`src/hw/rtl/assert_macros.svh`:
```
// Assertion helpers shared by the RTL files.
`ifndef ASSERT_MACROS_SVH
`define ASSERT_MACROS_SVH

// Same-cycle implication, disabled while reset is asserted.
`define FCJ_ASSERT_IMPL(lbl, clk, rstn, ante, cons) \
    lbl: assert property (@(posedge clk) disable iff (!rstn) (ante) |-> (cons)) \
        else $error("fcj: same-cycle check failed");

// Next-cycle implication, disabled while reset is asserted.
`define FCJ_ASSERT_NEXT(lbl, clk, rstn, ante, cons) \
    lbl: assert property (@(posedge clk) disable iff (!rstn) (ante) |=> (cons)) \
        else $error("fcj: next-cycle check failed");

`endif

```
`src/hw/rtl/fcj_pkg.sv`:
```
package fcj_pkg;

    // Window and judgement constants.
    localparam logic [31:0] NEAR_TIME  = 32'd60;
    localparam logic [31:0] GAP_BLOCKS = 32'd1;
    localparam logic [7:0]  NEVER_TOL  = 8'd255;
    localparam logic [7:0]  TOL_ONE    = 8'd16;

    // Job queue between the front and the judge.
    localparam int QDEPTH = 4;
    localparam int QAW    = $clog2(QDEPTH);
    localparam int QCW    = $clog2(QDEPTH + 1);

    // Configuration register indexes.
    typedef enum logic [2:0] {
        CFG_SMALL_SIZE    = 3'd0,
        CFG_BIG_SIZE      = 3'd1,
        CFG_TOLERANCES    = 3'd2,
        CFG_YOUNG_AGE     = 3'd3,
        CFG_OLD_AGE       = 3'd4,
        CFG_MAX_FRAGMENTS = 3'd5,
        CFG_MAX_CRUMBS    = 3'd6,
        CFG_MAX_DEVIANCE  = 3'd7
    } cfg_reg_t;

    // One record to judge, with its ideal position already worked out.
    typedef struct packed {
        logic [31:0] start;
        logic [31:0] age;
        logic [15:0] frags;
        logic [15:0] crumbs;
        logic [47:0] size;
        logic        regular;
        logic [31:0] ideal;
        logic        last;
    } job_t;

    // Up to two jobs written per accepted word, first one oldest.
    typedef struct packed {
        logic en0;
        logic en1;
        job_t job0;
        job_t job1;
    } qwr_t;

endpackage

```
`src/hw/rtl/fcj_queue.sv`:
```
module fcj_queue (
    input  logic           clk,
    input  logic           rst_n,
    input  fcj_pkg::qwr_t  qwr,
    output logic           q_full,
    output logic           q_valid,
    output fcj_pkg::job_t  q_head,
    input  logic           q_pop
);

    fcj_pkg::job_t               mem [fcj_pkg::QDEPTH];
    logic [fcj_pkg::QAW-1:0]     wptr_reg, wptr_next;
    logic [fcj_pkg::QAW-1:0]     rptr_reg, rptr_next;
    logic [fcj_pkg::QCW-1:0]     cnt_reg, cnt_next;
    logic [fcj_pkg::QCW-1:0]     n_wr;
    logic [fcj_pkg::QAW-1:0]     waddr1;

    // Room for two jobs is needed before a word is taken.
    assign q_full  = cnt_reg > fcj_pkg::QCW'(fcj_pkg::QDEPTH - 2);
    assign q_valid = cnt_reg != '0;
    assign q_head  = mem[rptr_reg];

    assign n_wr   = fcj_pkg::QCW'(qwr.en0) + fcj_pkg::QCW'(qwr.en1);
    assign waddr1 = qwr.en0 ? (wptr_reg + fcj_pkg::QAW'(1)) : wptr_reg;

    // Pointer and fill count update.
    always_comb
    begin
        wptr_next = wptr_reg + fcj_pkg::QAW'(n_wr);
        rptr_next = q_pop ? (rptr_reg + fcj_pkg::QAW'(1)) : rptr_reg;
        cnt_next  = cnt_reg + n_wr - fcj_pkg::QCW'(q_pop);
    end

    always_ff @(posedge clk or negedge rst_n)
    begin
        if (!rst_n)
        begin
            wptr_reg <= '0;
            rptr_reg <= '0;
            cnt_reg  <= '0;
        end
        else
        begin
            wptr_reg <= wptr_next;
            rptr_reg <= rptr_next;
            cnt_reg  <= cnt_next;
        end
    end

    // Storage, written in arrival order.
    always_ff @(posedge clk)
    begin
        if (qwr.en0)
        begin
            mem[wptr_reg] <= qwr.job0;
        end
        if (qwr.en1)
        begin
            mem[waddr1] <= qwr.job1;
        end
    end

`include "assert_macros.svh"

    `FCJ_ASSERT_IMPL(a_cnt_bound, clk, rst_n, 1'b1, cnt_reg <= fcj_pkg::QCW'(fcj_pkg::QDEPTH))
    `FCJ_ASSERT_IMPL(a_no_pop_empty, clk, rst_n, q_pop, q_valid)

endmodule

```
`config.mk`:
```
export PLATFORM = sky130hd
export DESIGN_NAME = fcj_queue
export DESIGN_NICKNAME = d
export VERILOG_FILES = /design/src/hw/rtl/fcj_pkg.sv /design/src/hw/rtl/fcj_queue.sv
export VERILOG_INCLUDE_DIRS = /design/src /design/src/hw/rtl
export SDC_FILE = /design/constraint.sdc
export NUM_CORES = 1
export LEC_CHECK = 0
export ABC_CLOCK_PERIOD_IN_PS = 15000
export BUFFER_PORTS_ARGS = -buffer_cell sky130_fd_sc_hd__buf_2
export CORE_MARGIN = 2
export CORE_UTILIZATION = 51
export DETAILED_ROUTE_END_ITERATION = 8
export PLACE_DENSITY = 0.8
export SLEW_MARGIN = 10
export SYNTH_ARGS = -nofsm -noshare
export SYNTH_HDL_FRONTEND = slang
export SYNTH_SLANG_ARGS = --single-unit
export TNS_END_PERCENT = 1
```
`constraint.sdc`:
```
create_clock -name clk -period 15 [get_ports clk]
set_input_delay 3.75 -clock clk [delete_from_list [all_inputs] [get_ports clk]]
set_output_delay 3.75 -clock clk [all_outputs]
set_load 0.02 [all_outputs]
```
---- Word level (Yosys, flattened, before mapping) ----
Memory sizes are Yosys's and may differ from the RTL's.
Cells that the tools add are included.
Widths: inputs -> output; s select.
cells by class
  $add $sub $neg .......................... 6
  reductions and logical operators ........ 1
  order comparisons ....................... 1
  mux-type cells .......................... 5
operators by type and width
  cell                 count
  $add 2x1->2 const B  2
  $mux 1               4
  $add 3x2->3          1
  $gt 3x2->1 const B   1
  $reduce_bool 3->1    1
  $sub 3x1->3          1
  $add 1x1->2          1
  $add 2x2->2          1
  $mux 2               1
word-level totals
  bits in registers ....................... 7
  bits in writable memories ............... 712
  bits of input ports ..................... 361
  output and inout bits ................... 180
  memories ................................ 1
  logic and storage cells ................. 17
memory list
  memory  depth  bits a word  read ports  clocked after Yosys merged registers in  write ports  line             text
  mem     4      178          1           0                                        2            fcj_queue.sv:11  fcj_pkg::job_t mem [fcj_pkg::QDEPTH];

---- Depth between registers and ports, before layout ----
  depth after elaboration ................. 3
  gate-level depth with buffers ........... 9

---- Worst setup path after synthesis ----
Ideal clock, no wire load.
  path type ............................... input port to flip-flop
  start point ............................. input qwr[357] in the netlist's numbering
  end point ............................... memory mem[1][0] in the netlist's numbering (enable)
  cell stages on the path ................. 6
  slack ................................... 5954 ps
  arrival time ............................ 8501 ps
  required time ........................... 14455 ps
  path through ............................ buf_2 -> nor3b_1 -> o21ai_2 -> buf_2 -> buf_4 -> nand2_1
RTL lines
  what             line             text
  start, declared  fcj_queue.sv:4   input fcj_pkg::qwr_t qwr,
  end, declared    fcj_queue.sv:11

==> results_dict.tcl <==
set metrics [dict create \
    status "finished, final reports clean" \
    fmax_ghz 0.139 \
    synthMuxAreaShare_pct 34.8 \
    synth_fa_ha_area_share_pct 0.383 \
    end_kind "output pin" \
    worst_ep_arrival_time_ps 3450 \
    syn-mean-instance-area_um2 19.5 \
    fin_crit_ps 7200 \
    cts_buffers 76 \
    die_area_mm2 0.0700 \
    wire_per_inst_um 26.0 \
    cts_resized 0 \
    die_y_um 264 \
    synthXorXnorAreaFrac_pct 0.152 \
    synth_compound_area_share_pct 0.239 \
    drc 0 \
    cts.sinks 719 \
    max_slew_margin_pct 23.1 \
    dp_hpwl_um 50900 \
    slowest_stage "dfrtp_4" \
    finalSetupViolCount 0 \
    finalCoreUtilization_pct 60.2 \
    worst_ep_required_time_ps 11250 \
    ir_drop_v 0.000187 \
    syn-instance-count 1771 \
    r2r_slack_ps 10580 \
    synth_top_family_by_area "multiplexers" \
    path_max_fanout 68 \
    wl_um 84600 \
    cp_num_buf_inv 2 \
    h-tree-depth 3 \
    path_clk_slew_ps 60 \
    drtAntennaViolNets 0 \
    grt_pass1_wl_um 127000 \
    ys_types 24 \
    vias_per_cell 5.96 \
    dr.first_iter.drc_count 1717 \
    synth_area_mm2 0.0346 \
    dr.pass1.iters 5 \
    fill_cells 4879 \
    syn_to_final_growth_pct 16.8 \
    skew_ps 19.4 \
    yosys.area_share.simple_pct 0.210 \
    crit_chain "buf_4 -> mux4_2 -> buf_2" \
    tns_ps 0 \
    rsz0062_at_grt "no" \
    coreArea_mm2 0.0672 \
    grt_pass1_vias 20800 \
    worst_setup_path_start_kind "register" \
    hp-class "reg -> reg" \
    io_pins 541 \
    layout_common_cells "mux2_2 (712), edfxtp_1 (712), buf_2 (540), mux4_2 (178), clkbuf_16 (78)" \
    core.rowCount 95 \
    io_buffers 540 \
    maxCapViolations 0 \
    largest_reg_flops 712 \
    cts_hold_buf 0 \
    synth_nets 2142 \
    grt_use_total_pct 24.0 \
    initial_utilization_pct 51.5 \
    fp.dieW_um 264 \
    ys_seq_area_share_pct 62.3 \
    tightest_slew_ps 1150 \
    grt_max_degree 132 \
    grt-ovfl-total 0 \
    nNetsFinal 2666 \
    drive_gt1_share_pct 66.3 \
    p_leak_nw 14.3 \
    clockRootBuffer "clkbuf_16" \
    clk_latency_ps 610 \
    drv_slew 0 \
    fin_crit_sh_pct 48.0 \
    cts_tree "built" \
    num_vias 19400 \
    yosysWarnings 0 \
    place_congestion 0.784 \
    hold_slack_ps 506 \
    finalHoldViolations 0 \
    power_density_mw_per_mm2 216 \
    clk_path_buf_depth 3 \
    ys_ff_latch 719 \
    crit_path_max_incr_delay_ps 1020 \
    path_delay_family "buffers and inverters" \
    antenna_found_initial 38 \
    postCtsSetupBuffers 0 \
    worstSetupPathType "reg -> out" \
]
[per-layer routing]
layer | vias up | share of wire [%] | global-route usage, %
met1 | 10000 | 38 | 29.7
met4 | 40 | 2.3 | 7.16
met5 | - | 0.29 | 0
met2 | 710 | 51 | 40.8
met3 | 175 | 8.4 | 7.04
li1 | 8429 | - | -
[synthesized netlist by cell type (all sizes together)]
cell type / number / area (um2)
nand2: 6 / 22.5
mux2: 712 / 8020
nor3: 1 / 5.00
xor2: 2 / 17.5
ha: 9 / 113
and3b: 1 / 8.76
or3: 1 / 6.26
buf: 102 / 591
dfrtp: 7 / 175
nand4: 1 / 6.26
mux4: 178 / 4010
fa: 1 / 20.0
clkbuf: 16 / 61.3
o31ai: 2 / 42.5
nor3b: 2 / 15.0
a21o: 3 / 22.5
xnor2: 4 / 35.0
edfxtp: 712 / 21400
o21ai: 2 / 17.5
nand4b: 1 / 8.76
inv: 8 / 30.0
[metrics by stage]
stage | cells | total power, mW | setup slack [ps] | cell area [um2]
5_1_grt | 3237 | 9.10 | 7580 | 40400
3_3_place_gp | 3090 | 6.95 | 7670 | 38000
3_5_place_dp | 3090 | 7.03 | 7630 | 38000
2_1_floorplan | 1771 | 5.96 | 5950 | 34600
6_report | 3253 | 8.74 | 7800 | 40400
4_1_cts | 3226 | 8.83 | 7690 | 40400
[final cells by class]
class,instances,area [um2],area share (%)
Sequential cell,719,21600,53.3
Clock inverter,38,319,0.789
Inverter,8,30.0,0.0743
Timing Repair Buffer,564,2920,7.22
Tap cell,873,1090,2.70
Antenna cell,27,67.6,0.167
Multi-Input combinational cell,926,12400,30.7
Clock buffer,98,2030,5.01
[cell families (layout without fill, tap and decap cells)]
logic type / after synthesis / after routing
flip-flops: 719 / 719
AND/OR/NAND/NOR: 13 / 13
other: 0 / 27
XOR/XNOR: 6 / 6
adder cells (fa/ha/maj): 10 / 10
buffers and inverters: 126 / 708
multiplexers: 890 / 890
AO/OA/AOI/OAI: 7 / 7
[final timing paths]
kind / from / to / cells after the start
hold reg to reg: cnt_reg[2] / cnt_reg[2] / 1
max in group asynchronous: rst_n / rptr_reg[1] / 1
setup reg to reg: wptr_reg[0] / mem[1][145] / 7
setup / recovery: rptr_reg[1] / q_head[134] / 3
hold / removal: cnt_reg[2] / cnt_reg[2] / 1
min in group asynchronous: rst_n / rptr_reg[0] / 1
[where the power goes]
part | switching (mW) | total (mW) | internal [mW]
Clock | 0.779 | 1.79 | 1.01
Combinational | 2.07 | 3.53 | 1.45
Sequential | 0.228 | 3.42 | 3.19
Total | 3.08 | 8.74 | 5.66
(Power assumes the default switching activity.)
