**config.mk**
```make
export PLATFORM = sky130hd
export DESIGN_NAME = fcj_front
export DESIGN_NICKNAME = d
export VERILOG_FILES = /design/src/hw/rtl/fcj_pkg.sv /design/src/hw/rtl/fcj_front.sv
export VERILOG_INCLUDE_DIRS = /design/src /design/src/hw/rtl
export SDC_FILE = /design/constraint.sdc
export NUM_CORES = 1
export LEC_CHECK = 0
export ABC_AREA = 1
export BUFFER_PORTS_ARGS = -buffer_cell sky130_fd_sc_hd__buf_2
export CAP_MARGIN = 10
export CORE_AREA = 2 2 236 238
export DETAILED_ROUTE_END_ITERATION = 10
export DIE_AREA = 0 0 238 240
export PLACE_DENSITY = 0.71
export SYNTH_ARGS = -nofsm -noshare
export SYNTH_HDL_FRONTEND = slang
export SYNTH_SLANG_ARGS = --single-unit
```
**constraint.sdc**
```tcl
create_clock -name clk -period 4.9 [get_ports clk]
set_input_delay 0.98 -clock clk [delete_from_list [all_inputs] [get_ports clk]]
set_output_delay 0.98 -clock clk [all_outputs]
set_load 0.01 [all_outputs]
```
**src/hw/rtl/assert_macros.svh**
```systemverilog
// Assertion helpers shared by the RTL files.
`ifndef ASSERT_MACROS_SVH
`define ASSERT_MACROS_SVH

// Same-cycle implication, disabled while reset is asserted.
`define FCJ_ASSERT_IMPL(lbl, clk, rstn, ante, cons) \
    lbl: assert property (@(posedge clk) disable iff (!rstn) (ante) |-> (cons)) \
        else $error("fcj: same-cycle check failed");

// Next-cycle implication, disabled while reset is asserted.
`define FCJ_ASSERT_NEXT(lbl, clk, rstn, ante, cons) \
    lbl: assert property (@(posedge clk) disable iff (!rstn) (ante) |=> (cons)) \
        else $error("fcj: next-cycle check failed");

`endif

```
**src/hw/rtl/fcj_pkg.sv**
```systemverilog
package fcj_pkg;

    // Window and judgement constants.
    localparam logic [31:0] NEAR_TIME  = 32'd60;
    localparam logic [31:0] GAP_BLOCKS = 32'd1;
    localparam logic [7:0]  NEVER_TOL  = 8'd255;
    localparam logic [7:0]  TOL_ONE    = 8'd16;

    // Job queue between the front and the judge.
    localparam int QDEPTH = 4;
    localparam int QAW    = $clog2(QDEPTH);
    localparam int QCW    = $clog2(QDEPTH + 1);

    // Configuration register indexes.
    typedef enum logic [2:0] {
        CFG_SMALL_SIZE    = 3'd0,
        CFG_BIG_SIZE      = 3'd1,
        CFG_TOLERANCES    = 3'd2,
        CFG_YOUNG_AGE     = 3'd3,
        CFG_OLD_AGE       = 3'd4,
        CFG_MAX_FRAGMENTS = 3'd5,
        CFG_MAX_CRUMBS    = 3'd6,
        CFG_MAX_DEVIANCE  = 3'd7
    } cfg_reg_t;

    // One record to judge, with its ideal position already worked out.
    typedef struct packed {
        logic [31:0] start;
        logic [31:0] age;
        logic [15:0] frags;
        logic [15:0] crumbs;
        logic [47:0] size;
        logic        regular;
        logic [31:0] ideal;
        logic        last;
    } job_t;

    // Up to two jobs written per accepted word, first one oldest.
    typedef struct packed {
        logic en0;
        logic en1;
        job_t job0;
        job_t job1;
    } qwr_t;

endpackage

```
**src/hw/rtl/fcj_front.sv**
```systemverilog
module fcj_front (
    input  logic           clk,
    input  logic           rst_n,
    input  logic           push,
    input  logic           q_full,
    input  logic [31:0]    extent_start,
    input  logic [31:0]    extent_end,
    input  logic [31:0]    block_count,
    input  logic [31:0]    access_time,
    input  logic [31:0]    file_age,
    input  logic [15:0]    fragment_count,
    input  logic [15:0]    crumb_count,
    input  logic [47:0]    size_bytes,
    input  logic           is_regular,
    input  logic           is_last,
    output fcj_pkg::qwr_t  qwr
);

    logic        accept;

    logic        prev_valid_reg, prev_valid_next;
    logic [31:0] prev_end_reg, prev_end_next;
    logic [31:0] prev_access_reg, prev_access_next;
    logic        held_valid_reg, held_valid_next;

    logic [31:0] held_start_reg;
    logic [31:0] held_end_reg;
    logic [31:0] held_atime_reg;
    logic [31:0] held_age_reg;
    logic [15:0] held_frags_reg;
    logic [15:0] held_crumbs_reg;
    logic [47:0] held_size_reg;
    logic        held_regular_reg;

    // Ideal start position from the neighbors that are close in access time.
    function automatic logic [31:0] ideal_calc(
        input logic [31:0] y_start,
        input logic [31:0] y_atime,
        input logic        p_ok,
        input logic [31:0] p_end,
        input logic [31:0] p_atime,
        input logic        n_ok,
        input logic [31:0] n_start,
        input logic [31:0] n_blocks,
        input logic [31:0] n_atime
    );
        logic [31:0] dp;
        logic [31:0] dn;
        logic [31:0] mid;
        logic        use_p;
        logic        use_n;
        dp    = (p_atime > y_atime) ? (p_atime - y_atime) : (y_atime - p_atime);
        dn    = (n_atime > y_atime) ? (n_atime - y_atime) : (y_atime - n_atime);
        use_p = p_ok && (p_end != 32'd0) && (dp < fcj_pkg::NEAR_TIME);
        use_n = n_ok && (n_start != 32'd0) && (dn < fcj_pkg::NEAR_TIME);
        mid   = p_end + n_start;
        if (y_start == 32'd0)
        begin
            return 32'd0;
        end
        if (use_p && use_n)
        begin
            return {1'b0, mid[31:1]};
        end
        if (use_p)
        begin
            return p_end + fcj_pkg::GAP_BLOCKS;
        end
        if (use_n)
        begin
            return n_start - n_blocks - fcj_pkg::GAP_BLOCKS;
        end
        return 32'd0;
    endfunction

    assign accept = push && !q_full;

    // Jobs: the held record judged against the incoming one, and on the last
    // word the incoming record judged with no next neighbor.
    always_comb
    begin
        qwr.en0          = accept && held_valid_reg;
        qwr.en1          = accept && is_last;

        qwr.job0.start   = held_start_reg;
        qwr.job0.age     = held_age_reg;
        qwr.job0.frags   = held_frags_reg;
        qwr.job0.crumbs  = held_crumbs_reg;
        qwr.job0.size    = held_size_reg;
        qwr.job0.regular = held_regular_reg;
        qwr.job0.last    = 1'b0;
        qwr.job0.ideal   = ideal_calc(held_start_reg, held_atime_reg,
                                      prev_valid_reg, prev_end_reg, prev_access_reg,
                                      1'b1, extent_start, block_count, access_time);

        qwr.job1.start   = extent_start;
        qwr.job1.age     = file_age;
        qwr.job1.frags   = fragment_count;
        qwr.job1.crumbs  = crumb_count;
        qwr.job1.size    = size_bytes;
        qwr.job1.regular = is_regular;
        qwr.job1.last    = 1'b1;
        qwr.job1.ideal   = ideal_calc(extent_start, access_time,
                                      held_valid_reg, held_end_reg, held_atime_reg,
                                      1'b0, 32'd0, 32'd0, 32'd0);
    end

    // Window shift; a last word clears the window.
    always_comb
    begin
        prev_valid_next  = prev_valid_reg;
        prev_end_next    = prev_end_reg;
        prev_access_next = prev_access_reg;
        held_valid_next  = held_valid_reg;
        if (accept)
        begin
            if (is_last)
            begin
                prev_valid_next = 1'b0;
                held_valid_next = 1'b0;
            end
            else
            begin
                prev_valid_next  = held_valid_reg;
                prev_end_next    = held_end_reg;
                prev_access_next = held_atime_reg;
                held_valid_next  = 1'b1;
            end
        end
    end

    always_ff @(posedge clk or negedge rst_n)
    begin
        if (!rst_n)
        begin
            prev_valid_reg <= 1'b0;
            held_valid_reg <= 1'b0;
        end
        else
        begin
            prev_valid_reg <= prev_valid_next;
            held_valid_reg <= held_valid_next;
        end
    end

    // Window payload, qualified by the valid bits above.
    always_ff @(posedge clk)
    begin
        prev_end_reg    <= prev_end_next;
        prev_access_reg <= prev_access_next;
        if (accept && !is_last)
        begin
            held_start_reg   <= extent_start;
            held_end_reg     <= extent_end;
            held_atime_reg   <= access_time;
            held_age_reg     <= file_age;
            held_frags_reg   <= fragment_count;
            held_crumbs_reg  <= crumb_count;
            held_size_reg    <= size_bytes;
            held_regular_reg <= is_regular;
        end
    end

`include "assert_macros.svh"

    `FCJ_ASSERT_NEXT(a_last_clears_window, clk, rst_n, accept && is_last, !held_valid_reg && !prev_valid_reg)
    `FCJ_ASSERT_IMPL(a_prev_needs_held, clk, rst_n, prev_valid_reg, held_valid_reg)

endmodule

```
* Word-level counts from Yosys, hierarchy flattened
Index checks and enable logic that the tools add are counted.
** Word-level totals
- Bits in registers :: 275
- Bits of input ports :: 246
- Output and inout port bits :: 358
- Word-level logic and storage cells :: 76
** Cells by class
- Add/subtract/negate cells :: 9
- Magnitude comparators :: 6
- Multiplexer cells :: 30
- Bitwise gates (word level) :: 1
- Reduce and logical (&&, ||, !) cells :: 18
** Operators by type and width (number)
- $mux W32 :: 15
- $sub A32 B32 Y32 :: 5
- $gt A32 B32 Y1 :: 3
- $lt A32 B6 Y1 const B :: 3
- $reduce_bool A32 Y1 :: 3
- $add A32 B1 Y32 const B :: 2
- $logic_not A32 Y1 :: 2
- $add A32 B32 Y32 :: 1
- $sub A32 B1 Y32 const B :: 1
- $mux W1 :: 15
- $logic_and A1 B1 Y1 :: 10
- $logic_not A1 Y1 :: 2
- $reduce_and A2 Y1 :: 1
- $not A1 Y1 :: 1

* Depth between registers and ports, before layout
- Word-level depth :: 16
- Depth in mapped cells :: 27
- Depth with buffers taken out :: 26

* Worst setup path before layout
Ideal clock, no wire load.
- Kind :: in2reg
- From :: input port push
- To :: register held_age_reg[0], enable pin
- Library setup time :: 0.911 ns
- Data arrival time :: 12.468 ns
- Data required time :: 3.989 ns
- Setup slack :: -8.479 ns
- Stages on the path :: 4
- Buffers on the path :: 0
- Cells stage by stage :: inv_1 -> nor2_1 -> inv_1 -> nor2_1
** On the way
- Cells in the longest elaborated chain, start to end :: 2
** Ends and longest elaborated chain
- start, declared :: line fcj_front.sv:4 : input logic push,
- $logic_and A1 B1 Y1 :: line fcj_front.sv:76 : assign accept = push && !q_full;
- $logic_and A1 B1 Y1 :: line fcj_front.sv:151 : if (accept && !is_last)
- end signal, assigned :: line fcj_front.sv:156 : held_age_reg <= file_age;
- end, declared :: line fcj_front.sv:29 : logic [31:0] held_age_reg;
No other way between the ends.
A chain may end at the register's enable or synchronous reset.

==> qor.csv <==
stage,metric,value,unit
synthesis,Syn. warnings,0,
sta,relative slew slack,54.94,%
clock_tree,maximum clock insertion buffer count,3,
place,placed cell count,4982,
worst_setup_path,r2r worst-path depth,1,
sta,Fmax,197.5,MHz
worst_setup_path,worst-path cell chain,"buf_6, ha_4, nand2_1, nand2_2, nand2_1, nand2_1, nand2_1, nand3_2, a21oi_4, buf_4, a21boi_4, nand2_1, nand3_1, nor2_2, nand3_2, nor2_4, nand3_4, buf_8, buf_8, nor2_4, a21oi_1, nor2_1, buf_2",
detailed_routing,first-iteration detailed-routing DRC count,2264,
synthesis,"Distinct cells, synth",56,
worst_setup_path,CP top delay family,simple AND/OR/NAND/NOR gates,
global_routing,global-route wire length before repair,151700,µm
finish,max FFs per register,48,
detailed_routing,Top Layer Used,met5,
worst_setup_path,CP bufs+invs,5,
worst_setup_path,CP endpoint kind,output pin,
die,I/O Pins,604,
synthesis,number of synthesized flops with an enable pin,273,
sta,"Min Clock Period, post-route",5.063,ns
synthesis,sequential cell area fraction in the yosys report,32.67,%
place,DP Wirelength,88510,µm
global_routing,GRT overflow,0,
detailed_routing,routed vias/inst,5.321,
clock_tree,clk slew on worst S/H paths,0.07,ns
detailed_routing,WL met1,41940,µm
sta,Slew @ Worst Pin,0.6688,ns
power_and_ir_drop,Leak,17.51,nW
run_status,outcome,finished with violations,
detailed_routing,DR WL/cell,20.89,µm
worst_setup_path,CP arrival,4.08,ns
finish,"Area growth, synth to finish",37.00,%
sta,RSZ-0062 raised after global routing,true,
worst_setup_path,crit path kind,reg2out,
detailed_routing,met3 wire len,9528,µm
die,die area,0.05712,mm²
place,I/O Buffers,601,
detailed_routing,iteration count of the initial detailed-routing pass,6,
synthesis,"FF+latch count, synth",275,
sta,post-route setup slack,-0.1625,ns
synthesis,synthesized area,0.02524,mm²
clock_tree,CTS tree,done,
die,Die X-Extent,238,µm
sta,fin crit share,103.3,%
finish,"commonest non-fill, non-tap cell in the layout",nand2_1,
worst_setup_path,worst path required time,3.92,ns
die,chip height,240,µm
detailed_routing,routed length on met2,47920,µm
power_and_ir_drop,Max VDD drop,0.0002756,V
finish,most frequent cells in the layout,"902 x nand2_1, 595 x buf_2, 584 x inv_1",
synthesis,syn avg cell area,7.026,µm²
global_routing,number of global-route vias before repair,25510,
sta,endpoints failing hold,0,
worst_setup_path,Crit. path cell count,23,
detailed_routing,final WL,107900,µm
worst_setup_path,nature of the critical path startpoint,flip-flop,
global_routing,initial antenna violation count,39,
synthesis,"Primary FF master, synth",edfxtp_1,
synthesis,Post-Syn Nets,4033,
finish,layout cells sized above 1,35.81,%
global_routing,largest net degree at the start of global routing,101,
sta,clk_skew,0.01242,ns
clock_tree,CTS sink count,275,
place,Place WS,-0.5083,ns
detailed_routing,Final ANT Viol Nets,0,
sta,Final Max Slew Viols,0,
finish,nets@finish,4849,
worst_setup_path,crit-path max FO,7,
global_routing,total track usage,35.62,%
place,GPL Wtd Cong,1.063,
synthesis,"Async S/R FF share, synth",0.7273,%
sta,setup TNS,-3.143,ns
worst_setup_path,cell mode on critical path,nand2_1,
sta,WHS,0.1483,ns
sta,final setup fails,39,
die,FP Rows,86,
die,core box area,0.05466,mm²
power_and_ir_drop,total power,7.538,mW
finish,fill count,4851,
detailed_routing,vias post-DR,27480,
hold_path,HP Class,in2async,
clock_tree,H-tree depth,1,
detailed_routing,post-route DRC violation count,0,
clock_tree,clk root buf,clkbuf_16,
clock_tree,CTS buffer count,31,
clock_tree,worst skew pair latency,0.61,ns
synthesis,Syn Inst Count,3593,
worst_setup_path,crit-path max cell delay,0.44,ns
power_and_ir_drop,power per cell area,218.0,mW/mm²
job,number of max-cap violations,0,
die,initial core utilization,46.18,%
run_status,violated checks,negative setup slack,
finish,Non-Filler Instances,5165,
worst_setup_path,Critical-path top delay cell,edfxtp_1,
==> through the flow <==
step | cell area, µm² | utilization [%]
global route | 34580 | 63.27
floorplan | 25270 | -
detailed placement | 29880 | 54.66
global placement | 29880 | 54.66
CTS | 32770 | 59.96
finish | 34590 | 63.27
==> metal layers <==
metal | track usage (%) | vias up
li1 | - | 13060
met1 | 44.28 | 12720
met2 | 56.01 | 1393
met3 | 6.958 | 304
met4 | 24.62 | 4
met5 | 0 | -
==> worst paths after layout <==
path / startpoint / to / slack (ns)
max in group asynchronous: rst_n / held_valid_reg / 4.66
setup / recovery: held_atime_reg[17] / qwr[184] / -0.16
hold reg to reg: held_end_reg[12] / prev_end_reg[12] / 0.50
min in group clk: held_end_reg[12] / prev_end_reg[12] / 0.50
setup reg to reg: held_atime_reg[14] / prev_access_reg[14] / 3.97
hold / removal: rst_n / prev_valid_reg / 0.15
==> power by group <==
| part | leakage [nW] | internal, mW | total (mW) | switching [mW] |
|---|---|---|---|---|
| sequential | 2.53 | 2.70 | 2.76 | 0.0643 |
| clock | 0.505 | 1.33 | 2.34 | 1.01 |
| combinational | 14.5 | 0.951 | 2.44 | 1.49 |
| total | 17.5 | 4.98 | 7.54 | 2.56 |
==> final cells by class <==
type	count	area [µm²]	area share, %
multi-input combinational	2520	16040	46.38
sequential	275	8248	23.85
antenna	27	67.56	0.1954
clock buffer	35	790.8	2.286
clock inverter	23	221.5	0.6403
tap	704	880.8	2.547
inverter	625	2369	6.848
timing repair buffer	956	5968	17.26
==> synth_stat cells (14+ instances only) <==
cell type / number / share of area (%)
nor3_1: 46 / 0.91
nor4_1: 36 / 0.89
buf_4: 153 / 4.5
inv_1: 616 / 9.2
nand4_1: 66 / 1.6
xor2_1: 94 / 3.3
a21oi_1: 226 / 4.5
buf_2: 14 / 0.28
nand2_1: 1078 / 16
nor2_1: 323 / 4.8
xnor2_1: 35 / 1.2
nand2_2: 15 / 0.37
ha_1: 192 / 9.5
nand3_1: 202 / 4.0
o21ai_0: 61 / 1.2
o21bai_1: 15 / 0.45
edfxtp_1: 273 / 32
==> logic make-up after synthesis <==
family / Yosys count / share of synthesized area (%)
flip-flops: 275 / 32.67
XOR/XNOR: 129 / 4.476
other: 2 / 0.02975
AND/OR/NAND/NOR: 1817 / 30.51
AO/OA/AOI/OAI: 372 / 8.143
buffers and inverters: 804 / 14.49
adder cells (fa/ha/maj): 194 / 9.675
==> timing repair <==
item                                    4_1_cts  5_1_grt
hold endpoints to repair                      0        0
pin swaps                                    54      143
setup buffers                                55       35
endpoints found under the setup margin       64       64
cloned                                        4        5
resized for setup                           312      386
hold buffers                                  0        0
(Power assumes the default switching activity.)
