File: src/hw/rtl/assert_macros.svh
// Assertion helpers shared by the RTL files.
`ifndef ASSERT_MACROS_SVH
`define ASSERT_MACROS_SVH

// Same-cycle implication, disabled while reset is asserted.
`define FCJ_ASSERT_IMPL(lbl, clk, rstn, ante, cons) \
    lbl: assert property (@(posedge clk) disable iff (!rstn) (ante) |-> (cons)) \
        else $error("fcj: same-cycle check failed");

// Next-cycle implication, disabled while reset is asserted.
`define FCJ_ASSERT_NEXT(lbl, clk, rstn, ante, cons) \
    lbl: assert property (@(posedge clk) disable iff (!rstn) (ante) |=> (cons)) \
        else $error("fcj: next-cycle check failed");

`endif

File: src/hw/rtl/fcj_pkg.sv
package fcj_pkg;

    // Window and judgement constants.
    localparam logic [31:0] NEAR_TIME  = 32'd60;
    localparam logic [31:0] GAP_BLOCKS = 32'd1;
    localparam logic [7:0]  NEVER_TOL  = 8'd255;
    localparam logic [7:0]  TOL_ONE    = 8'd16;

    // Job queue between the front and the judge.
    localparam int QDEPTH = 4;
    localparam int QAW    = $clog2(QDEPTH);
    localparam int QCW    = $clog2(QDEPTH + 1);

    // Configuration register indexes.
    typedef enum logic [2:0] {
        CFG_SMALL_SIZE    = 3'd0,
        CFG_BIG_SIZE      = 3'd1,
        CFG_TOLERANCES    = 3'd2,
        CFG_YOUNG_AGE     = 3'd3,
        CFG_OLD_AGE       = 3'd4,
        CFG_MAX_FRAGMENTS = 3'd5,
        CFG_MAX_CRUMBS    = 3'd6,
        CFG_MAX_DEVIANCE  = 3'd7
    } cfg_reg_t;

    // One record to judge, with its ideal position already worked out.
    typedef struct packed {
        logic [31:0] start;
        logic [31:0] age;
        logic [15:0] frags;
        logic [15:0] crumbs;
        logic [47:0] size;
        logic        regular;
        logic [31:0] ideal;
        logic        last;
    } job_t;

    // Up to two jobs written per accepted word, first one oldest.
    typedef struct packed {
        logic en0;
        logic en1;
        job_t job0;
        job_t job1;
    } qwr_t;

endpackage

File: src/hw/rtl/fcj_judge.sv
module fcj_judge (
    input  logic           clk,
    input  logic           rst_n,
    input  logic           cfg_valid,
    input  logic [2:0]     cfg_index,
    input  logic [47:0]    cfg_data,
    input  logic           q_valid,
    input  fcj_pkg::job_t  q_head,
    output logic           q_pop,
    input  logic           pop,
    output logic           empty,
    output logic           guilty,
    output logic [31:0]    ideal_position,
    output logic           last_result
);

    // Configuration registers.
    logic [47:0] small_size_reg;
    logic [47:0] big_size_reg;
    logic [15:0] tolerances_reg;
    logic [31:0] young_age_reg;
    logic [31:0] old_age_reg;
    logic [15:0] max_fragments_reg;
    logic [15:0] max_crumbs_reg;
    logic [31:0] max_deviance_reg;

    // Pipeline handshake.
    logic s1_v_reg, s1_v_next;
    logic s2_v_reg, s2_v_next;
    logic out_v_reg, out_v_next;
    logic out_free, s2_free, s1_free;

    // Stage 1: tolerance selection and deviance magnitude.
    logic [7:0]  tol_c;
    logic [31:0] dev_d;
    logic [7:0]  s1_tol_reg;
    logic        s1_ok_reg;
    logic        s1_dev_en_reg;
    logic [31:0] s1_age_reg;
    logic [15:0] s1_frags_reg;
    logic [15:0] s1_crumbs_reg;
    logic [31:0] s1_mag_reg;
    logic [31:0] s1_ideal_reg;
    logic        s1_last_reg;

    // Stage 2: limits scaled by the tolerance.
    logic        s2_ok_reg;
    logic        s2_dev_en_reg;
    logic [31:0] s2_age_reg;
    logic [15:0] s2_frags_reg;
    logic [15:0] s2_crumbs_reg;
    logic [31:0] s2_mag_reg;
    logic [31:0] s2_ideal_reg;
    logic        s2_last_reg;
    logic [39:0] s2_young_lim_reg;
    logic [39:0] s2_old_lim_reg;
    logic [23:0] s2_frag_lim_reg;
    logic [23:0] s2_crumb_lim_reg;
    logic [39:0] s2_dev_lim_reg;

    // Stage 3: comparisons into the result register.
    logic        guilty_c;
    logic [39:0] age_x16;
    logic [23:0] frags_x16;
    logic [23:0] crumbs_x16;
    logic [39:0] mag_x16;
    logic        guilty_reg;
    logic [31:0] ideal_reg;
    logic        last_reg;

    // Register writes; the port is always ready.
    always_ff @(posedge clk or negedge rst_n)
    begin
        if (!rst_n)
        begin
            small_size_reg    <= 48'd0;
            big_size_reg      <= 48'd0;
            tolerances_reg    <= 16'h1010;
            young_age_reg     <= 32'd0;
            old_age_reg       <= 32'hFFFF_FFFF;
            max_fragments_reg <= 16'hFFFF;
            max_crumbs_reg    <= 16'hFFFF;
            max_deviance_reg  <= 32'd0;
        end
        else if (cfg_valid)
        begin
            unique case (fcj_pkg::cfg_reg_t'(cfg_index))
                fcj_pkg::CFG_SMALL_SIZE:    small_size_reg    <= cfg_data;
                fcj_pkg::CFG_BIG_SIZE:      big_size_reg      <= cfg_data;
                fcj_pkg::CFG_TOLERANCES:    tolerances_reg    <= cfg_data[15:0];
                fcj_pkg::CFG_YOUNG_AGE:     young_age_reg     <= cfg_data[31:0];
                fcj_pkg::CFG_OLD_AGE:       old_age_reg       <= cfg_data[31:0];
                fcj_pkg::CFG_MAX_FRAGMENTS: max_fragments_reg <= cfg_data[15:0];
                fcj_pkg::CFG_MAX_CRUMBS:    max_crumbs_reg    <= cfg_data[15:0];
                fcj_pkg::CFG_MAX_DEVIANCE:  max_deviance_reg  <= cfg_data[31:0];
                default: ;
            endcase
        end
    end

    // A stage advances when the one after it is free or moving on.
    always_comb
    begin
        out_free   = !out_v_reg || pop;
        s2_free    = !s2_v_reg || out_free;
        s1_free    = !s1_v_reg || s2_free;
        q_pop      = q_valid && s1_free;
        s1_v_next  = s1_free ? q_valid : s1_v_reg;
        s2_v_next  = s2_free ? s1_v_reg : s2_v_reg;
        out_v_next = out_free ? s2_v_reg : out_v_reg;
    end

    always_ff @(posedge clk or negedge rst_n)
    begin
        if (!rst_n)
        begin
            s1_v_reg  <= 1'b0;
            s2_v_reg  <= 1'b0;
            out_v_reg <= 1'b0;
        end
        else
        begin
            s1_v_reg  <= s1_v_next;
            s2_v_reg  <= s2_v_next;
            out_v_reg <= out_v_next;
        end
    end

    // Tolerance from the size thresholds; the magnitude of the wrapped
    // difference fits 32 bits unsigned, the most negative value included.
    always_comb
    begin
        if ((small_size_reg != 48'd0) && (q_head.size < small_size_reg))
        begin
            tol_c = tolerances_reg[7:0];
        end
        else if ((big_size_reg != 48'd0) && (q_head.size > big_size_reg))
        begin
            tol_c = tolerances_reg[15:8];
        end
        else
        begin
            tol_c = fcj_pkg::TOL_ONE;
        end
        dev_d = q_head.start - q_head.ideal;
    end

    always_ff @(posedge clk)
    begin
        if (s1_free)
        begin
            s1_tol_reg    <= tol_c;
            s1_ok_reg     <= q_head.regular && (tol_c != fcj_pkg::NEVER_TOL);
            s1_dev_en_reg <= (max_deviance_reg != 32'd0) && (q_head.start != 32'd0)
                             && (q_head.ideal != 32'd0);
            s1_age_reg    <= q_head.age;
            s1_frags_reg  <= q_head.frags;
            s1_crumbs_reg <= q_head.crumbs;
            s1_mag_reg    <= dev_d[31] ? (32'd0 - dev_d) : dev_d;
            s1_ideal_reg  <= q_head.ideal;
            s1_last_reg   <= q_head.last;
        end
    end

    // Scaled limits, one 32 or 16 by 8 product each.
    always_ff @(posedge clk)
    begin
        if (s2_free)
        begin
            s2_ok_reg        <= s1_ok_reg;
            s2_dev_en_reg    <= s1_dev_en_reg;
            s2_age_reg       <= s1_age_reg;
            s2_frags_reg     <= s1_frags_reg;
            s2_crumbs_reg    <= s1_crumbs_reg;
            s2_mag_reg       <= s1_mag_reg;
            s2_ideal_reg     <= s1_ideal_reg;
            s2_last_reg      <= s1_last_reg;
            s2_young_lim_reg <= 40'(young_age_reg) * 40'(s1_tol_reg);
            s2_old_lim_reg   <= 40'(old_age_reg) * 40'(s1_tol_reg);
            s2_frag_lim_reg  <= 24'(max_fragments_reg) * 24'(s1_tol_reg);
            s2_crumb_lim_reg <= 24'(max_crumbs_reg) * 24'(s1_tol_reg);
            s2_dev_lim_reg   <= 40'(max_deviance_reg) * 40'(s1_tol_reg);
        end
    end

    // Irregular, NEVER_TOL or young pass; any exceeded limit is guilty.
    always_comb
    begin
        age_x16    = {4'd0, s2_age_reg, 4'd0};
        frags_x16  = {4'd0, s2_frags_reg, 4'd0};
        crumbs_x16 = {4'd0, s2_crumbs_reg, 4'd0};
        mag_x16    = {4'd0, s2_mag_reg, 4'd0};
        guilty_c   = s2_ok_reg && !(age_x16 < s2_young_lim_reg)
                     && ((age_x16 > s2_old_lim_reg)
                         || (frags_x16 > s2_frag_lim_reg)
                         || (crumbs_x16 > s2_crumb_lim_reg)
                         || (s2_dev_en_reg && (mag_x16 > s2_dev_lim_reg)));
    end

    always_ff @(posedge clk)
    begin
        if (out_free)
        begin
            guilty_reg <= guilty_c;
            ideal_reg  <= s2_ideal_reg;
            last_reg   <= s2_last_reg;
        end
    end

    assign empty          = !out_v_reg;
    assign guilty         = guilty_reg;
    assign ideal_position = ideal_reg;
    assign last_result    = last_reg;

`include "assert_macros.svh"

    `FCJ_ASSERT_NEXT(a_s1_holds, clk, rst_n, s1_v_reg && !s2_free, s1_v_reg)
    `FCJ_ASSERT_NEXT(a_s2_holds, clk, rst_n, s2_v_reg && !out_free, s2_v_reg)

endmodule

File: config.mk
export PLATFORM = sky130hd
export DESIGN_NAME = fcj_judge
export DESIGN_NICKNAME = d
export VERILOG_FILES = /design/src/hw/rtl/fcj_pkg.sv /design/src/hw/rtl/fcj_judge.sv
export VERILOG_INCLUDE_DIRS = /design/src /design/src/hw/rtl
export SDC_FILE = /design/constraint.sdc
export NUM_CORES = 2
export LEC_CHECK = 0
export BUFFER_PORTS_ARGS = -buffer_cell sky130_fd_sc_hd__buf_2
export CORE_MARGIN = 1.5
export CORE_UTILIZATION = 60
export DETAILED_ROUTE_END_ITERATION = 7
export HOLD_SLACK_MARGIN = 0.05
export PLACE_DENSITY = 0.78
export SETUP_SLACK_MARGIN = 0.4
export SYNTH_ARGS = -nofsm -noshare
export SYNTH_HDL_FRONTEND = slang
export SYNTH_SLANG_ARGS = --single-unit
File: constraint.sdc
create_clock -name clk -period 8.7 [get_ports clk]
set_clock_uncertainty 0.05 [all_clocks]
set_input_delay 0.87 -clock clk [delete_from_list [all_inputs] [get_ports clk]]
set_output_delay 0.87 -clock clk [all_outputs]
set_load 0.01 [all_outputs]
# ---- Word-level counts from Yosys, hierarchy flattened
# Index checks and enable logic that the tools add are counted.
dict set report word_totals {
  ff_bits 715
  latch_bits 0
  ramBits 0
  rom_bits 0
  inputBits 234
  output_inout_bits 36
  mem_count 0
}
dict set report op_classes {
  add_sub_neg 2
  n_mul 5
  div_mod_pow 0
  n_lt_le_gt_ge 7
  eq_ne 8
  n_shift 0
  mux 3
  n_bitwise 0
  reduce_logical 33
}
# cell n
set op_table {}
lappend op_table {{$mul 32x8->40} 3}
lappend op_table {{$reduce_bool 32->1} 3}
lappend op_table {{$reduce_bool 48->1} 2}
lappend op_table {{$gt 36x40->1} 2}
lappend op_table {{$gt 20x24->1} 2}
lappend op_table {{$gt 48x48->1} 1}
lappend op_table {{$lt 48x48->1} 1}
lappend op_table {{$mul 16x8->24} 2}
lappend op_table {{$lt 36x40->1} 1}
lappend op_table {{$sub 1x32->32 const A} 1}
lappend op_table {{$sub 32x32->32} 1}
lappend op_table {{$mux 31} 1}
lappend op_table {{$mux 8} 2}
lappend op_table {{$reduce_and 2->1} 8}
lappend op_table {{$eq 3x3->1 const B} 4}
lappend op_table {{$logic_and 1x1->1} 9}
lappend op_table {{$ne 8x8->1 const B} 1}
lappend op_table {{$eq 3x2->1 const B} 2}
lappend op_table {{$logic_or 1x1->1} 6}
lappend op_table {{$logic_not 1->1} 4}
lappend op_table {{$eq 3x1->1 const B} 1}
lappend op_table {{$logic_not 3->1} 1}

# ---- Logic depth before layout (Yosys ltp)
dict set report logic_depth {
  word_depth 6
  mapped_depth 24
  ltp_nobuf 21
}

# ---- Least setup slack after synthesis
# Ideal clock, no wire load.
dict set report synth_timing {
  path_type {input to register}
  from {input pop}
  to {register s2_age_reg[0] (enable)}
  setup_time_ns 2.267
  arrival_ns 5.894
  t_required_ns 6.383
  slack_ns 0.489
  stages 2
  path_buffers 0
  cell_sequence {nor2_1 -> nand2_1}
}
dict set report synth_via {
  elab_chain_len 2
}
# element line_no
set synth_lines {}
lappend synth_lines {{start, declared} fcj_judge.sv:10} ;# input logic pop,
lappend synth_lines {{$logic_or 1x1->1} fcj_judge.sv:104} ;# out_free = !out_v_reg || pop;
lappend synth_lines {{$logic_or 1x1->1} fcj_judge.sv:105} ;# s2_free = !s2_v_reg || out_free;
lappend synth_lines {{named net s2_free} fcj_judge.sv:31} ;# logic out_free, s2_free, s1_free;
lappend synth_lines {{end signal, assigned} fcj_judge.sv:172} ;# s2_age_reg <= s1_age_reg;
lappend synth_lines {{end, declared} fcj_judge.sv:49} ;# logic [31:0] s2_age_reg;
# The timed path passes the listed nets, and every way through them passes these cells.
# A chain may end at the register's enable or synchronous reset.

# ---- Final worst setup path
dict set report layout_timing {
  from {register s1_tol_reg[6]}
  to {register s2_young_lim_reg[38], data pin}
}
dict set report layout_via {
  elab_chain_len 1
}
# element line_no
set layout_lines {}
lappend layout_lines {{start, declared} fcj_judge.sv:36} ;# logic [7:0] s1_tol_reg;
lappend layout_lines {{start signal, assigned} fcj_judge.sv:152} ;# s1_tol_reg <= tol_c;
lappend layout_lines {{$mul 32x8->40} fcj_judge.sv:178} ;# s2_young_lim_reg <= 40'(young_age_reg) * 40'(s1_tol_reg);
lappend layout_lines {{end signal, assigned} fcj_judge.sv:178}
lappend layout_lines {{end, declared} fcj_judge.sv:55} ;# logic [39:0] s2_young_lim_reg;
# No other way between the ends.

==> key figures <==
Synth
  – Number of distinct standard cells referenced by the synthesized netlist: 96
  – Most used DFF post-synth: sky130_fd_sc_hd__edfxtp_1
  – FFs w/ async S/R, synth: 0.340
  – Total number of yosys warnings: 0
  – Net count of the mapped netlist: between 7k and 8k
  – Combined area of all synthesized cells: about 63000 um^2
  – Number of synthesized flops with an enable pin: approximately 470
  – Fraction of the yosys area taken by sequential cells: 0.321
  – Synthesized instance count: about 6.0k
  – Number of synthesized register bits: a little over 700
  – Synthesized area divided by synthesized cell count: around 11 um^2

Critical path
  – Kind of capture point of the worst setup path: flip-flop
  – Slowest stage cell on the critical path: sky130_fd_sc_hd__edfxtp_1
  – CP peak stage delay: ~1.1 ns
  – Cells along the critical path: buf_12 -> and2_1 -> fa_1 -> fa_1 -> fa_1 -> inv_1 -> fa_1 -> inv_1 -> ha_1 -> and4_1 -> a211oi_1 -> o21ai_0 -> o21ai_0 -> or3_1 -> a21boi_1 -> o31ai_1 -> nand3_1 -> a31oi_1 -> o21ai_0 -> xor2_1
  – Data arrival time of the critical path: 7.38 ns
  – Category of the worst setup path launch point: flip-flop
  – Library cell appearing most often on the critical path: sky130_fd_sc_hd__fa_1
  – Critical path class: flip-flop to flip-flop
  – Required time of the critical path: approximately 9.1 ns
  – Max FO, Critical Path: 75

Floorplan
  – Die X: about 330 um
  – Y dimension of the die: about 330 um
  – Core footprint: ~100000 um^2
  – IO Pins: between 200 and 300
  – Area of the die: 108000 um^2
  – Row count: ~120
  – Initial core utilization: 0.604

Clock network
  – Clock transition time at the flip-flop clock pins of the worst setup and hold paths: ~0.060 ns
  – Clock buffers created by TritonCTS: a little over 80
  – Clock sinks: 715
  – Number of setup buffers added after CTS: 0
  – CTS Hold Buffers Added: 0
  – Total number of H-tree levels: 3
  – Clock tree from TritonCTS: built
  – CTS root buf: sky130_fd_sc_hd__clkbuf_16
  – Insertion delay of the later-clocked pin in the worst-skew pair: a little under 0.7 ns
  – Maximum number of buffers from clock root to sink: 3
  – Gates resized, CTS repair: 0

STA
  – Max-slew violation count: 0
  – Slew at the pin closest to its max-slew limit: roughly 1.2 ns
  – Setup-violating endpoint count in the final report: 0
  – Rel. slew slack: 0.186
  – Achievable frequency: roughly 140 MHz
  – Fin crit share: 0.806
  – Number of hold violations in the final report: 0
  – Setup repair after global routing missed its margin: no
  – Final total negative setup slack: 0 ns
  – Fin crit period: roughly 7 ns

Placed design
  – GP Congestion: a little over 0.9
  – Detailed placement HPWL: ~110000 um
  – Total of buffers placed on input and output ports: roughly 270

Hold path
  – Worst min-delay path category: primary input to asynchronous set/reset pin

Routing
  – Vias: 43.7k
  – Vias per Instance: ~5.7
  – Wire per inst: around 19 um
  – Residual DRC: 0
  – Iteration count of the initial detailed-routing pass: 7
  – Detailed Route Iter0 Violations: approximately 2.9k
  – Post-DRT Antenna Nets: 0
  – Aggregate routed wire length: roughly 150000 um

Finish
  – Area growth from synthesis to final layout: 8.69%
  – Proportion of layout cells with a drive suffix above 1: 0.107
  – Number of nets in the layout: just under 8k
  – Filler cells: a little under 8k

GRT
  – Antenna violations before repair: 10
  – Wire length of the first global-routing pass: 239000 um
  – Vias in the first global route: approximately 46k
  – Maximum number of pins on one net before global-route repair: 155
  – Total routing usage reported by global routing: 0.279
  – Remaining global-route overflow: 0

Outcome
  – Outcome: completed

Flow run
  – Count of max-cap constraint violations: 0
[cells in the final DEF, fill, tap and decap left out, types with 145 or more instances in the layout]
master,instances
sky130_fd_sc_hd__a21oi_1,193
sky130_fd_sc_hd__and2_1,773
sky130_fd_sc_hd__buf_2,268
sky130_fd_sc_hd__dfrtp_1,177
sky130_fd_sc_hd__edfxtp_1,472
sky130_fd_sc_hd__fa_1,709
sky130_fd_sc_hd__ha_1,523
sky130_fd_sc_hd__inv_1,993
sky130_fd_sc_hd__mux2_2,145
sky130_fd_sc_hd__nand2_1,472
sky130_fd_sc_hd__o21ai_0,241
[cells in the mapped netlist (26+ instances only)]
| library cell | n | area, um^2 |
|---|---|---|
| sky130_fd_sc_hd__a211oi_1 | 26 | 195 |
| sky130_fd_sc_hd__a21o_1 | 134 | 1010 |
| sky130_fd_sc_hd__a21oi_1 | 193 | 966 |
| sky130_fd_sc_hd__and2_1 | 773 | 4840 |
| sky130_fd_sc_hd__clkbuf_1 | 165 | 619 |
| sky130_fd_sc_hd__dfrtp_1 | 177 | 4430 |
| sky130_fd_sc_hd__dfstp_2 | 66 | 1730 |
| sky130_fd_sc_hd__edfxtp_1 | 472 | 14200 |
| sky130_fd_sc_hd__fa_1 | 709 | 14200 |
| sky130_fd_sc_hd__ha_1 | 523 | 6540 |
| sky130_fd_sc_hd__inv_1 | 994 | 3730 |
| sky130_fd_sc_hd__mux2_2 | 145 | 1630 |
| sky130_fd_sc_hd__nand2_1 | 473 | 1780 |
| sky130_fd_sc_hd__nand2b_1 | 32 | 200 |
| sky130_fd_sc_hd__nand3_1 | 47 | 235 |
| sky130_fd_sc_hd__nand4_1 | 62 | 388 |
| sky130_fd_sc_hd__nor2_1 | 136 | 510 |
| sky130_fd_sc_hd__nor2b_1 | 42 | 263 |
| sky130_fd_sc_hd__nor3_1 | 54 | 270 |
| sky130_fd_sc_hd__nor4_1 | 66 | 413 |
| sky130_fd_sc_hd__o21a_1 | 27 | 203 |
| sky130_fd_sc_hd__o21ai_0 | 241 | 1210 |
| sky130_fd_sc_hd__xnor2_1 | 134 | 1170 |
| sky130_fd_sc_hd__xor2_1 | 44 | 385 |
[final cells by class]
type / count / area, um^2 / share of cell area
Antenna cell: 3 / 7.51 / 0.000109
Sequential cell: 715 / 20300 / 0.295
Inverter: 994 / 3730 / 0.0542
Clock buffer: 100 / 2220 / 0.0323
Clock inverter: 51 / 564 / 0.00819
Tap cell: 1391 / 1740 / 0.0253
Multi-Input combinational cell: 4125 / 38600 / 0.560
Timing Repair Buffer: 300 / 1690 / 0.0245
[final timing paths]
path,from,slack (ns),end,cells after the start
worst max-delay path,s1_tol_reg[6]$_DFFE_PN_,1.69,s2_young_lim_reg[38]$_DFFE_PP_,20
max in group asynchronous,rst_n,7.06,young_age_reg[3]$_DFFE_PN0P_,2
min in group clk,q_head[97],0.31,s1_crumbs_reg[15]$_DFFE_PN_,1
worst min-delay path,rst_n,0.20,small_size_reg[39]$_DFFE_PN0P_,1
worst min register to register,s1_mag_reg[20]$_DFFE_PN_,0.36,s2_mag_reg[20]$_DFFE_PP_,0
worst max register to register,s1_tol_reg[6]$_DFFE_PN_,1.69,s2_young_lim_reg[38]$_DFFE_PP_,20
[cells by family after synthesis]
kind of cell,Yosys count,synth area share
flops,715,0.321
simple gates,1775,0.151
compound gates,790,0.0783
buf+inv,1191,0.0709
fa+ha+maj,1232,0.327
mux,149,0.0264
xor+xnor,179,0.0249
[worst max-delay path, delay by kind of cell, from the launching register on]
family                   cells  cell delay (ns)
adder cells (fa/ha/maj)      5             2.21
AO/OA/AOI/OAI                7             1.87
flip-flops                   1             1.10
AND/OR/NAND/NOR              4             0.81
buffers and inverters        3             0.49
XOR/XNOR                     1             0.15
[routing by layer]
metal / GRT usage / up-vias / part of all wire / routed length (um)
li1: - / 20113 / - / -
met1: 0.368 / 21877 / 0.42 / 60500
met2: 0.461 / 1350 / 0.48 / 69800
met3: 0.0483 / 305 / 0.065 / 9510
met4: 0.111 / 6 / 0.038 / 5590
met5: 0 / - / 0.00026 / 38
[through the flow]
step                      setup slack [ns]  cells  hold WS (ns)  utilization  instance area (um^2)
after floorplan                      0.489   6031         0.350            -                 63400
after detailed placement              1.82   7525         0.355        0.629                 66100
after global placement                2.08   7525         0.351        0.629                 66100
after CTS                             1.74   7676         0.216        0.656                 68900
after global routing                  1.28   7678         0.275        0.656                 68900
final                                 1.69   7679         0.201        0.656                 68900
Power is not shown: default switching activity piles up to over one toggle a cycle in this logic, so the estimate is an artifact.
